==> config.mk <==
export PLATFORM = sky130hd
export DESIGN_NAME = mppf_div
export DESIGN_NICKNAME = d
export VERILOG_FILES = /design/src/rtl/mppf_pkg.sv /design/src/rtl/mppf_div.sv
export SDC_FILE = /design/constraint.sdc
export NUM_CORES = 1
export LEC_CHECK = 0
export ABC_AREA = 1
export BUFFER_PORTS_ARGS = -buffer_cell sky130_fd_sc_hd__buf_2
export CORE_UTILIZATION = 35
export CTS_BUF_LIST = sky130_fd_sc_hd__clkbuf_16
export CTS_CLUSTER_DIAMETER = 120
export CTS_CLUSTER_SIZE = 16
export DETAILED_ROUTE_END_ITERATION = 10
export PLACE_DENSITY = 0.52
export SLEW_MARGIN = 20
export SYNTH_ARGS = -nofsm -noshare
export SYNTH_HDL_FRONTEND = slang
export SYNTH_SLANG_ARGS = --single-unit
==> constraint.sdc <==
create_clock -name clk -period 2.02 [get_ports clk]
set_input_delay 0.101 -clock clk [delete_from_list [all_inputs] [get_ports clk]]
set_output_delay 0.101 -clock clk [all_outputs]
set_load 0.005 [all_outputs]
==> src/rtl/mppf_pkg.sv <==
// Shared constants for the multichannel pulse pattern framer.
// No dependencies; used by mppf_div, the top level and the testbench.
`default_nettype none

package mppf_pkg;

  // Default sizes, handed to the top level parameters
  localparam int DEF_CHANNEL_COUNT = 16;
  localparam int DEF_SLOT_COUNT    = 100;

  // Fixed field widths
  localparam int CHAN_W  = 4;
  localparam int LEVEL_W = 8;
  localparam int FREQ_W  = 8;

  // Item opcodes
  localparam logic OP_TICK   = 1'b0;
  localparam logic OP_UPDATE = 1'b1;

  // Frequency codes with a fixed meaning
  localparam logic [FREQ_W-1:0] CODE_OFF       = 8'd0;
  localparam logic [FREQ_W-1:0] CODE_ALWAYS_ON = 8'd255;

  // Frame header bytes folded into the checksum
  localparam logic [LEVEL_W-1:0] FRAME_ADDRESS = 8'h2A;
  localparam logic [LEVEL_W-1:0] FRAME_COMMAND = 8'h56;
  localparam logic [LEVEL_W-1:0] FRAME_DEVICE  = 8'h00;

endpackage

`default_nettype wire

==> src/rtl/mppf_div.sv <==
// Restoring divider: constant dividend over an 8-bit divisor, one bit a cycle.
// Uses mppf_pkg for the divisor width.
`default_nettype none

module mppf_div #(
  parameter int DIVIDEND = 100,
  parameter int Q_W      = 7
) (
  input  wire logic                        clk,
  input  wire logic                        rst,
  input  wire logic                        start,
  input  wire logic [mppf_pkg::FREQ_W-1:0] divisor,
  output logic                             done,
  output logic      [Q_W-1:0]              quotient
);

  localparam int IDX_W = (Q_W > 1) ? $clog2(Q_W) : 1;
  localparam logic [Q_W-1:0] DVD = Q_W'(DIVIDEND);

  logic                        busy;
  logic [IDX_W-1:0]            idx;
  logic [mppf_pkg::FREQ_W-1:0] dsr;
  logic [mppf_pkg::FREQ_W-1:0] rem;
  logic [mppf_pkg::FREQ_W:0]   trial;
  logic                        qbit;

  always_comb begin
    trial = {rem, DVD[idx]};
    qbit  = (trial >= {1'b0, dsr});
  end

  always_ff @(posedge clk) begin
    if (rst) begin
      busy <= 1'b0;
      done <= 1'b0;
    end else begin
      done <= 1'b0;
      if (start) begin
        busy <= 1'b1;
        idx  <= IDX_W'(Q_W - 1);
        dsr  <= divisor;
        rem  <= '0;
      end else if (busy) begin
        quotient <= {quotient[Q_W-2:0], qbit};
        rem      <= qbit ? mppf_pkg::FREQ_W'(trial - {1'b0, dsr})
                         : trial[mppf_pkg::FREQ_W-1:0];
        if (idx == '0) begin
          busy <= 1'b0;
          done <= 1'b1;
        end else begin
          idx <= idx - 1'b1;
        end
      end
    end
  end

endmodule

`default_nettype wire

==> results.cfg <==
[critical_path]
cp_common_cell = nand2_1
criticalPathCategory = register to register
slowest_delay_ns = 0.42
cp_max_fo = 7
crit_chain = ha_1, nand2_1, nand2_2, clkinv_1, nand3_4, nand2_4, nand2_4, nand2_1, nand2_1, nor2_1
reg2reg_slack_ns = 0.19
cp_num_buf_inv = 1
required_ns = 2.05
crit_path_end_kind = register
cpMaxStageDelayCell = ha_1
worst_path_dominant_cell_family = simple AND/OR/NAND/NOR gates
crit_arrival_ns = 1.86
worstSetupStartpointType = register

[sta]
hold_viol = 0
tightestPinTransition_ns = 0.579
finalCritPeriodShare = 0.905
setup_viol = 0
finalMaxSlewViolations = 0
post-route-min-period_ns = 1.83
slew_headroom = 0.612
finalSetupTns_ns = 0
skew_ns = 0.00351
rsz0062_at_grt = no
fmax_mhz = 547

[synth]
syn-cell-area_um2 = 1680
synth_fa_ha_area_frac = 0.0863
synth_compound_area_frac = 0.0379
synth-xor-area-share = 0.0104
yosysTopAreaCell = edfxtp_1
synthMuxAreaShare = 0
yosys-top-cells-area = edfxtp_1, nand2_1, inv_1, ha_1, nor2_1
ys_seq_area_frac = 0.500
synth.avg_cell_area_um2 = 9.04
mappedNetlistNets = 208
ys_seq_elements = 29
netlist.area_leader.share = 0.464
synth.distinct_cells = 26
yosys_warnings = 0
synthSimpleGateAreaFrac = 0.280
synth_top_family_by_area = simple AND/OR/NAND/NOR gates
synthCells = 186

[grt]
grt_util_all_layers = 0.144
grt_max_degree = 16
antenna_found_initial = 0
overflow = 0
grt_pass1_wl_mm = 5.58
first_global_vias = 1236

[clock_network]
cts_sinks = 29
clk_latency_ns = 0.27
cts_tree = yes
clockRootBuffer = clkbuf_16
path_clk_slew_ns = 0.05
postCtsSetupBuffers = 0
h-tree-depth = 2
cts_buffers = 5
cts.path.max_buffers = 2

[hold_path]
hp-class = primary input to register

[power_and_ir_drop]
p_leak_uw = 0.000982
worst_ir_drop_vdd_v = 0.000553
power.density_nw_per_um2 = 906

[detailed_routing]
routed_via_density = 4.63
ant_nets = 0
first_pass_iters = 4
initialDrtViolationCount = 55
wire_per_inst_um = 11.8
remaining_drc_errors = 0
num_vias = 1254
routed_wl_mm = 3.20

[status]
status = finished, final reports clean

[place]
place_inst = 257
place.port_buffers = 18
dp_hpwl_mm = 2.48
globalplace.congestion = 0.817

[layout]
drive_above_1_share = 0.219
final_nets = 240
fin_cells = 271
num_antenna_cells = 0
area_delta_synth_final_pct = 21.9

[floorplan]
die_w_um = 71.3
start_util = 0.376
core_um2 = 4470
die-area_um2 = 5090
io_pins = 19
chipHeight_um = 71.3
rows = 24

[job]
maxCapViolCount = 0
[routing by layer]
layer  GRT usage  routed length, µm  share of wire
met5           0                  0              0
met4      0.0533                 47          0.015
met3      0.0506                100          0.031
met2       0.225               1510           0.47
met1       0.185               1550           0.48
[worst reg2reg max path, cell delays in order, from the launching register on]
cell	delay [ns]
edfxtp_1	0.39
ha_1	0.42
nand2_1	0.11
nand2_2	0.08
clkinv_1	0.11
nand3_4	0.12
nand2_4	0.08
nand2_4	0.10
nand2_1	0.06
nand2_1	0.06
nor2_1	0.05
[worst paths after layout]
| kind | startpoint | to | cells after the start |
|---|---|---|---|
| setup / recovery | rem[3] | rem[5] | 10 |
| hold / removal | divisor[7] | dsr[7] | 1 |
| setup reg to reg | rem[3] | rem[5] | 10 |
| hold reg to reg | quotient[1] | quotient[2] | 0 |
[sequential cells by signal (all words and copies together) (netlist names)]
signal    count
done          1
idx           3
quotient      7
trial         1
dsr           8
busy          1
rem           8
[logic make-up (layout without fill, tap and decap cells)]
family          Yosys count  in the layout
compound gates           11             11
simple gates             95             95
buf+inv                  38             71
xor+xnor                  2              2
fa+ha+maj                11             11
flops                    29             29
[layout by cell type, fill, tap and decap left out, drive strengths merged]
cell	instances
nand3b	2
fa	1
dfxtp	3
clkbuf	5
o21ai	4
buf	20
nor2	26
nand4	2
dlygate4sd3	6
nand3	13
or2	1
inv	36
ha	10
a21oi	5
o211ai	1
a21o	1
nand2	50
nor4	1
clkinv	3
xor2	2
edfxtp	26
clkinvlp	1
[cells in the mapped netlist]
cell type and number:
nand2_1 40, inv_1 34, edfxtp_1 26, nor2_1 22
nand3_1 11, ha_1 10, nand2_2 8, a21oi_1 4
o21ai_0 4, dfxtp_1 3, inv_2 2, nand2_4 2
nand3_4 2, nand3b_1 2, nand4_1 2, nor2_2 2
nor2_4 2, xor2_1 2, a21o_1 1, a21oi_2 1
buf_2 1, clkinv_1 1, fa_1 1, nor4_1 1
o211ai_1 1, or2_2 1
[power by group]
part / switching (µW) / internal (µW)
clock network: 253 / 450
registers: 19.6 / 711
logic: 264 / 160
total: 537 / 1320
[through the flow]
step / util / power (µW) / instance area (µm²) / hold slack, ns / worst slack, ns
after global routing: 0.458 / 1970 / 2050 / 0.00462 / 0.0497
after floorplan: - / 1060 / 1680 / 0.178 / 0.398
after detailed placement: 0.413 / 1160 / 1850 / 0.279 / 0.211
final: 0.458 / 1860 / 2050 / 0.00816 / 0.193
after CTS: 0.458 / 1880 / 2050 / 0.00485 / 0.199
after global placement: 0.413 / 1150 / 1850 / 0.280 / 0.219
[layout make-up]
class | count | area [µm²]
fillers | 429 | 2420
flip-flops and latches | 29 | 841
multi-input cells | 119 | 697
repair buffers | 26 | 165
inverters | 37 | 139
clock buffers | 5 | 125
well taps | 52 | 65.1
clock inverters | 3 | 17.5
[what timing repair did]
| item | 4_1_cts | 5_1_grt |
|---|---|---|
| hold buffers | 6 | 0 |
| hold endpoints to repair | 6 | 0 |
| resized for setup | 0 | 0 |
Power figures use the tool's default switching activity.
